**config.mk**
```make
export PLATFORM = sky130hd
export DESIGN_NAME = rse_cfg
export DESIGN_NICKNAME = d
export VERILOG_FILES = /design/src/hdl/rse_pkg.sv /design/src/hdl/rse_cfg.sv
export SDC_FILE = /design/constraint.sdc
export NUM_CORES = 1
export LEC_CHECK = 0
export ABC_AREA = 1
export BUFFER_PORTS_ARGS = -buffer_cell sky130_fd_sc_hd__buf_2
export CORE_AREA = 2 2 73 75
export DETAILED_ROUTE_END_ITERATION = 10
export DIE_AREA = 0 0 75 77
export PLACE_DENSITY = 0.52
export RECOVER_POWER = 100
export SLEW_MARGIN = 5
export SYNTH_ARGS = -nofsm -noshare
export SYNTH_HDL_FRONTEND = slang
export SYNTH_SLANG_ARGS = --single-unit
export TNS_END_PERCENT = 100
```
**constraint.sdc**
```tcl
create_clock -name clock -period 1.75 [get_ports clock]
set_input_delay 0.175 -clock clock [delete_from_list [all_inputs] [get_ports clock]]
set_output_delay 0.175 -clock clock [all_outputs]
set_load 0.005 [all_outputs]
```
**src/hdl/rse_pkg.sv**
```systemverilog
// shared types, constants and gf(256) arithmetic for the rs encoder
`default_nettype none

package rse_pkg;

   // configuration port
   localparam int CSR_INDEX_W = 2;
   localparam int CSR_DATA_W  = 9;
   localparam logic [CSR_INDEX_W-1:0] CSR_PARITY_COUNT = 2'd0;
   localparam logic [CSR_INDEX_W-1:0] CSR_FIELD_POLY   = 2'd1;

   // field widths
   localparam int BYTE_W  = 8;
   localparam int COUNT_W = 6;

   // low byte of 0x11d, the x^8 term is implied
   localparam logic [BYTE_W-1:0] FIELD_POLY_RESET = 8'h1D;
   localparam logic [BYTE_W-1:0] ALPHA            = 8'h02;
   localparam logic [BYTE_W-1:0] GF_ONE           = 8'h01;

   // generator build control toward the lanes
   typedef struct packed {
      logic              clear;
      logic              step;
      logic [BYTE_W-1:0] root;
      logic [BYTE_W-1:0] poly_low;
   } rse_gen_ctl_type;

   // parity register control toward the lanes
   typedef struct packed {
      logic              step;
      logic              shift;
      logic              clear;
      logic [BYTE_W-1:0] fb;
   } rse_par_ctl_type;

   // shift-and-add multiply modulo x^8 + poly_low
   function automatic logic [BYTE_W-1:0] gf_mul(input logic [BYTE_W-1:0] a,
                                                input logic [BYTE_W-1:0] b,
                                                input logic [BYTE_W-1:0] poly_low);
      logic [BYTE_W-1:0] acc;
      logic [BYTE_W-1:0] x;
      acc = '0;
      x   = a;
      for (int i = 0; i < BYTE_W; i++) begin
         if (b[i]) begin
            acc = acc ^ x;
         end
         x = x[BYTE_W-1] ? ({x[BYTE_W-2:0], 1'b0} ^ poly_low) : {x[BYTE_W-2:0], 1'b0};
      end
      return acc;
   endfunction

   // multiply by alpha
   function automatic logic [BYTE_W-1:0] gf_xtime(input logic [BYTE_W-1:0] a,
                                                  input logic [BYTE_W-1:0] poly_low);
      return a[BYTE_W-1] ? ({a[BYTE_W-2:0], 1'b0} ^ poly_low) : {a[BYTE_W-2:0], 1'b0};
   endfunction

endpackage

`default_nettype wire

```
**src/hdl/rse_cfg.sv**
```systemverilog
// configuration registers and generator build sequencer
`default_nettype none

module rse_cfg #(
   parameter int MAX_LEN = 63
) (
   input  wire                                  clock,
   input  wire                                  reset,
   input  wire                                  csr_wr_en,
   input  wire  [rse_pkg::CSR_INDEX_W-1:0]      csr_index,
   input  wire  [rse_pkg::CSR_DATA_W-1:0]       csr_wdata,
   output logic [rse_pkg::COUNT_W-1:0]          parity_count,
   output logic                                 building,
   output rse_pkg::rse_gen_ctl_type             gen_ctl
);
   import rse_pkg::*;

   logic [COUNT_W-1:0] count_ff, count_in;
   logic [BYTE_W-1:0]  poly_ff, poly_in;
   logic               build_ff, build_in;
   logic [BYTE_W-1:0]  root_ff, root_in;
   logic [COUNT_W-1:0] step_ff, step_in;
   logic               restart;

   // register writes; only the low six data bits hold a parity count, which is dropped if above MAX_LEN
   always_comb begin
      count_in = count_ff;
      poly_in  = poly_ff;
      restart  = 1'b0;
      if (csr_wr_en) begin
         unique case (csr_index)
            CSR_PARITY_COUNT: begin
               if (csr_wdata[COUNT_W-1:0] <= COUNT_W'(MAX_LEN)) begin
                  count_in = csr_wdata[COUNT_W-1:0];
                  restart  = 1'b1;
               end
            end
            CSR_FIELD_POLY: begin
               poly_in = csr_wdata[BYTE_W-1:0];
               restart = 1'b1;
            end
            default: begin
               restart = 1'b0;
            end
         endcase
      end
   end

   // one factor (x + alpha^i) folded in per cycle
   always_comb begin
      build_in = build_ff;
      root_in  = root_ff;
      step_in  = step_ff;
      if (restart) begin
         build_in = (count_in != '0);
         root_in  = ALPHA;
         step_in  = '0;
      end else if (build_ff) begin
         root_in = gf_xtime(root_ff, poly_ff);
         step_in = step_ff + 1'b1;
         if (step_ff == count_ff - 1'b1) begin
            build_in = 1'b0;
         end
      end
   end

   always_ff @(posedge clock) begin
      if (reset) begin
         count_ff <= '0;
         poly_ff  <= FIELD_POLY_RESET;
         build_ff <= 1'b0;
         root_ff  <= ALPHA;
         step_ff  <= '0;
      end else begin
         count_ff <= count_in;
         poly_ff  <= poly_in;
         build_ff <= build_in;
         root_ff  <= root_in;
         step_ff  <= step_in;
      end
   end

   assign parity_count     = count_ff;
   assign building         = build_ff;
   assign gen_ctl.clear    = restart;
   assign gen_ctl.step     = build_ff & ~restart;
   assign gen_ctl.root     = root_ff;
   assign gen_ctl.poly_low = poly_ff;

endmodule

`default_nettype wire

```
==> results of run 1 <==
[layout by cell type (no fill, tap or decap), types with 2 or more instances in the layout]
cell | Yosys | routed
a21oi_1 | 19 | 19
buf_2 | 4 | 29
clkbuf_1 | 0 | 9
clkbuf_8 | 0 | 6
dfxtp_1 | 29 | 29
ha_1 | 2 | 2
inv_1 | 20 | 21
nand2_1 | 58 | 60
nand3_1 | 14 | 14
nor2_1 | 21 | 23
nor2_4 | 3 | 2
nor3_1 | 4 | 4
o21ai_0 | 12 | 12
xor2_1 | 7 | 7
[final cells by class]
class,instances,share of cell area [%]
Clock buffer,7,4.87
Clock inverter,1,1.69
Inverter,23,4.87
Multi-Input combinational cell,150,40.4
Sequential cell,29,32.7
Tap cell,70,4.94
Timing Repair Buffer,39,10.5
[cell families (layout without fill, tap and decap cells)]
group                      after synthesis  count (layout)  share of synthesized area, %
xor gates and xnor gates                 8               8                          4.87
adders and majority gates                2               2                          1.74
AOI/OAI and AO/OA                       34              34                          12.3
DFF                                     29              29                          40.3
and+or+nand+nor                        106             106                          32.8
buffers and inverters                   28              70                          7.91
[worst min-delay path, cell delays in order]
cell	delay (ns)
buf_2	0.09
nand2_1	0.05
nand3_1	0.06
[power by group through the flow]
stage	Clock (mW)	Combinational [mW]	Sequential [mW]
after CTS	0.741	0.171	0.710
after global placement	0	0.170	0.724
after global routing	0.771	0.185	0.714
final	0.721	0.158	0.710
after detailed placement	0	0.171	0.725
after floorplan	0	0.109	0.719
[flip-flops by register name, indices dropped and copies added, names as in the netlist]
signal	flops
root_ff	8
poly_ff	8
parity_count	6
building	1
step_ff	6
[per-stage QoR]
stage | area, um^2 | util [%] | total power [mW] | setup WS, ns | instances
finish | 1770 | 35.6 | 1.59 | 0.274 | 319
global route | 1770 | 35.6 | 1.67 | 0.159 | 319
CTS | 1820 | 36.5 | 1.62 | 0.230 | 319
detailed placement | 1700 | 34.2 | 0.895 | 0.345 | 311
global placement | 1700 | 34.2 | 0.895 | 0.331 | 311
floorplan | 1440 | - | 0.829 | 0.358 | 207
[layer usage]
| layer | vias up | share of wire, % | wire (um) | track usage [%] |
|---|---|---|---|---|
| li1 | 738 | - | - | - |
| met1 | 615 | 47 | 1630 | 16.8 |
| met2 | 23 | 47 | 1610 | 20.0 |
| met3 | 6 | 3.4 | 118 | 3.55 |
| met4 | 0 | 2.3 | 80 | 6.43 |
| met5 | - | 0 | 0 | 0 |
[worst max path at each step]
stage	from	to	slack, ns	cells past startpoint
after floorplan	parity_count[0]	building	0.36	11
after global placement	parity_count[1]	building	0.33	11
after detailed placement	parity_count[1]	building	0.35	11
after CTS	building	gen_ctl[16]	0.23	3
after global routing	building	gen_ctl[16]	0.16	3
final	building	gen_ctl[16]	0.27	3
==> summary.txt, run 1 <==
Synthesis
  – Register area share after synthesis: around two fifths
  – Synthesized netlist cell count: between 200 and 250
  – Mapped Area: 1440 um^2
  – Ys async rst share: 0%
  – Post-synth top area cell: dfxtp_1
  – Synth cell types: 23
  – Seq cells post-synth: 29
  – Main area contributors after synthesis: dfxtp_1 (40%), nand2_1 (15%), a21oi_1 (6.6%)
  – Avg Inst Size Synth: 6.96 um^2
  – Most numerous cell in the Yosys netlist: nand2_1
  – Commonest cells in the netlist: nand2_1 (58), dfxtp_1 (29), nor2_1 (21)
  – Yosys warns: 0
  – Number of enable flip-flop cells after synthesis: 0
  – Syn_nets: 223
  – Top_reg_cell synth: dfxtp_1
  – Post-synth top area share: 40.3%

Place
  – Post-detail-place hpwl: 2670 um
  – Port bufs: 37
  – RD Place Congestion: roughly 0.78

Clock tree
  – Cts repair resizes: 0
  – CTS Sinks: 29
  – TritonCTS clock tree: yes
  – H-tree depth: 2
  – Worst-Skew Late Latency: 0.28 ns
  – CTS clk-pin slew, worst paths: around 0.060 ns
  – CTS buffer count: 5
  – Post-CTS setup-driven buffer insertion count: 0
  – Clock Tree Buf Depth: 2
  – CTS hold repair buffers: 0
  – Clock root buffer: clkbuf_8

Global routing
  – Number of global-route vias before repair: 1238
  – Global-route wire length before repair: about 5700 um
  – Largest net degree at the start of global routing: 13
  – Initial antenna violation count: 0
  – GRT overflow: 0
  – Total GRT Usage: 13.1%

Setup path
  – CP max FO: 11
  – CP max stage delay: approximately 0.54 ns
  – R2R Setup Slk: 0.35 ns
  – Critical path, cell by cell: inv_1 > nor2_1 > clkbuf_1
  – Kind of cell adding the most delay to the critical path: flip-flops
  – Reg2Reg Launch Point: parity_count[1]
  – CP max stage cell: dfxtp_1
  – Crit. End Element: output pin
  – Bufs and invs on worst path: 2
  – Critical path required time: approximately 1.6 ns
  – CP Class: reg -> out
  – Reg2reg path depth: 11
  – Data arrival time of the critical path: ~1.3 ns
  – Critical path launch point type: flip-flop
  – Reg2reg end: building

Pwr
  – Logic pwr share: about a tenth
  – Leakage power total: just over 0.8 nW
  – Sequential Power Share: around 45%
  – Internal power: between 1 and 1.5 mW
  – Worst IR Drop VDD: around 0.00047 V
  – Sw Share: between 20% and 30%
  – Pwr per Cell Area: between 800 and 900 nW/um^2
  – Sw power: between 0.3 and 0.4 mW
  – Clock Power Share: around 45%

Finish
  – Ant diodes: 0
  – Fillcell total: 563
  – Reg area: between 500 and 600 um^2
  – Share of layout cells above drive strength 1: 16.5%
  – Synth-to-layout area growth: 23.2%
  – Multi-input gate area: around 720 um^2
  – Final net count: between 200 and 300

Routing
  – Routed vias: 1382
  – DRT Pass-1 Iters: 4
  – Total Wirelength: 3450 um
  – Number of routed nets with antenna violations: 0
  – Vias per cell: 4.33
  – # DRC: 0
  – WL/cell: 10.8 um
  – Initial DRC count: 43

STA
  – # setup viols final: 0
  – Fin Hold WS: ~0.12 ns
  – RSZ-0062 raised after global routing: false
  – Worst Skew: 0.00366 ns
  – Post-layout minimum cycle time: 1.48 ns
  – Setup tns final: 0 ns
  – Pins Over Slew Limit: 0
  – Hold Fails Final Rpt: 0
  – Slew @ Worst Pin: approximately 0.48 ns
  – Max Fclk: approximately 0.68 GHz
  – Fin crit share: ~84%
  – Worst slew margin: 68.0%

Hold path
  – Type of the tightest min-delay check: in -> reg
  – Hold Crit Start: csr_wdata[0]
  – WHS Endpoint: poly_ff[0]
  – Hold Path Depth: 3

Floorplan
  – Die area: 5780 um^2
  – Die Width: about 75 um
  – Boundary pin count: 39
  – Core area: about 5000 um^2
  – Starting Density: 28.9%
  – Row count: 26
  – Die height: around 77 um

Run
  – MaxCap Viol Count: 0

Status
  – Status: complete, no violations
Note: power is estimated with default switching activity, not from simulation.
==> inputs of run 2 (changes only) <==
Clock period 1.75 ns to 1.45 ns, I/O delays scaled along.
==> run 2 against run 1 <==
  * Clock-buffer cell count stayed put
  * Clock power is 9.8% lower
  * Largest cell class unchanged
  * Register-to-register slack worse by 0.20 ns
  * Via count is 0.22% higher
  * Final cell count is 0.31% higher
  * Non-clock buffer count is 2 higher
  * Global-route usage is 0.41 points higher
  * Combinational power is 28% higher
  * Sequential cell count stayed put
  * Highest routed layer unchanged
  * Wire length is 0.12% lower
==> summary.txt, run 2 (synthesis results as in run 1) <==
Status
  – Status: complete, no violations (unchanged)

Finish
  – Final net count: 266 (was 264)
  – Top Registers: poly_ff (8), root_ff (8) (unchanged)
  – Most common cell after layout, fill and taps aside: nand2_1 (unchanged)
  – Commonest cells after routing, fill and taps aside: nand2_1 (60), buf_2 (28), dfxtp_1 (27) (was nand2_1 (60), dfxtp_1 (29), buf_2 (29))
  – Share of layout cells above drive strength 1: 18.4% (was 16.5%)
  – Synth-to-layout area growth: 22.9% (was 23.2%)
  – Post-Layout Cell Count: 320 (was 319)
  – Ant diodes: 0 (unchanged)

Place
  – Placed Cells: 313 (was 311)
  – Post-detail-place hpwl: 2740 um (was 2670 um)
  – RD Place Congestion: 0.798 (was 0.782)
  – Port bufs: 37 (unchanged)

Clock tree
  – Clock root buffer: clkbuf_8 (unchanged)
  – Clock Tree Buf Depth: 2 (unchanged)
  – TritonCTS clock tree: yes (unchanged)
  – H-tree depth: 2 (unchanged)
  – CTS hold repair buffers: 0 (unchanged)
  – CTS clk-pin slew, worst paths: 0.06 ns (about the same)
  – CTS Sinks: 29 (unchanged)
  – Worst-Skew Late Latency: 0.27 ns (was 0.28 ns)
  – CTS buffer count: 5 (unchanged)

Floorplan
  – Die Width: 75 um (unchanged)
  – Starting Density: 28.9% (unchanged)
  – Core area: 4980 um^2 (unchanged)
  – Row count: 26 (unchanged)
  – Die area: 5780 um^2 (unchanged)
  – Boundary pin count: 39 (unchanged)
  – Die height: 77 um (unchanged)

Routing
  – Total Wirelength: 3440 um (was 3450 um)
  – WL/cell: 10.8 um (about the same)
  – Routed wl met3: 127 um (was 118 um)
  – Initial DRC count: 68 (was 43)
  – Top layer in use: met4 (unchanged)
  – Vias per cell: 4.33 (about the same)
  – Metal-1 WL: 1600 um (was 1630 um)
  – Met2 routed WL: 1640 um (was 1610 um)
  – # DRC: 0 (unchanged)
  – DRT Pass-1 Iters: 4 (unchanged)
  – Number of routed nets with antenna violations: 0 (unchanged)
  – Routed vias: 1385 (was 1382)

STA
  – Pins Over Slew Limit: 0 (unchanged)
  – Post-layout minimum cycle time: around 1.3 ns
  – # setup viols final: 0 (unchanged)
  – RSZ-0062 raised after global routing: false (unchanged)
  – Setup tns final: 0 ns (unchanged)
  – Slew @ Worst Pin: 0.456 ns (was 0.478 ns)
  – Fin crit share: 89.8%
  – Max Fclk: approximately 0.77 GHz
  – Worst slew margin: 69.5% (was 68.0%)
  – Hold Fails Final Rpt: 0 (unchanged)
  – Worst Skew: 0.00515 ns (was 0.00366 ns)

Setup path
  – CP max FO: 3 (was 11)
  – Most used cell, CP: nand2_1
  – Critical path launch point type: flip-flop (unchanged)
  – R2R Setup Slk: 0.15 ns (was 0.35 ns)
  – Critical path required time: 1.61 ns (was 1.57 ns)
  – Critical path, cell by cell: inv_2 > ha_4 > inv_1 > nand2_1 > nand2_1 > nor2_1 > nand3_1 > nor2_1 > nand2_1 > nand2_1 > a21oi_2 (was inv_1 > nor2_1 > clkbuf_1)
  – Crit. End Element: flip-flop (was output pin)
  – CP max stage delay: 0.33 ns (was 0.54 ns)
  – CP Class: reg -> reg (was reg -> out)
  – CP max stage cell: dfxtp_2 (was dfxtp_1)
  – Data arrival time of the critical path: 1.47 ns (was 1.30 ns)

Run
  – MaxCap Viol Count: 0 (unchanged)

Pwr
  – Pwr per Cell Area: 963 nW/um^2 (was 896 nW/um^2)
  – Sequential Power Share: 50.0% (was 44.7%)
  – Logic pwr share: 11.9% (was 10.0%)
  – Clock Power Share: 38.1% (was 45.4%)
  – Internal power: 1.29 mW (was 1.21 mW)
  – Leakage power total: 0.810 nW (was 0.819 nW)
  – Worst IR Drop VDD: 0.000478 V (was 0.000472 V)
  – Total Power: 1.71 mW (was 1.59 mW)
  – Sw Share: 24.6% (was 23.7%)
  – Sw power: 0.420 mW (was 0.376 mW)

Global routing
  – Global-route wire length before repair: 6040 um (was 5730 um)
  – Largest net degree at the start of global routing: 21 (was 13)
  – Total GRT Usage: 13.5% (was 13.1%)
  – Number of global-route vias before repair: 1363 (was 1238)
  – Initial antenna violation count: 0 (unchanged)
  – GRT overflow: 0 (unchanged)

Hold path
  – Type of the tightest min-delay check: in -> reg (unchanged)
[run 2: cell count changes in the layout (fill, tap and decap cells not counted), moves of 2 or more]
cell,previous run,this run
clkbuf_1,9,11
dfxtp_1,29,27
dfxtp_2,0,2
inv_2,1,3
inv_1,21,19
[run 2: timing repair]
item,CTS,global route
setup buffers,0,0
resized for setup,0,5
hold endpoints to repair,0,0
endpoints found under the setup margin,0,1
[run 2: per-layer routing]
metal | track usage [%] | vias up
li1 | - | 748
met1 | 17.1 | 608
met3 | 4.07 | 6
met5 | 0 | -
met4 | 6.25 | 0
met2 | 20.8 | 23
[run 2: worst paths after layout]
check                   from         end  cells after the start
max          parity_count[0]    building                     11
min             csr_wdata[6]  poly_ff[6]                      3
max reg2reg  parity_count[0]    building                     11
min reg2reg       poly_ff[7]  poly_ff[7]                      2
[run 2: stage by stage]
stage / hold slack (ns) / setup WS, ns / utilization (%) / area (um^2)
final: 0.0978 / 0.148 / 35.6 / 1770
after global routing: 0.0996 / 0.00359 / 35.6 / 1770
after CTS: 0.0932 / 0.0690 / 36.2 / 1800
after detailed placement: 0.383 / 0.0925 / 34.5 / 1720
after global placement: 0.375 / 0.0763 / 34.5 / 1720
after floorplan: 0.271 / 0.0582 / - / 1440
[run 2: power by group through the flow]
stage / Sequential [mW] / Clock (mW) / Combinational (mW)
finish: 0.853 / 0.650 / 0.203
global route: 0.857 / 0.722 / 0.236
CTS: 0.853 / 0.680 / 0.218
detailed placement: 0.870 / 0 / 0.217
global placement: 0.870 / 0 / 0.216
floorplan: 0.868 / 0 / 0.132
[run 2: worst max-delay path, delay by kind of cell, from the launching register on]
family | cells | cell delay (ns)
flip-flops | 1 | 0.33
adder cells (fa/ha/maj) | 1 | 0.26
AND/OR/NAND/NOR | 7 | 0.48
buffers and inverters | 2 | 0.08
AO/OA/AOI/OAI | 1 | 0.05
[run 2: area by class of cell]
cell class | instances | area [um^2]
multi-input combinational | 150 | 729
timing repair buffer | 41 | 198
inverter | 23 | 86.3
tap | 70 | 87.6
fill | 563 | 3210
clock buffer | 7 | 86.3
sequential | 29 | 583
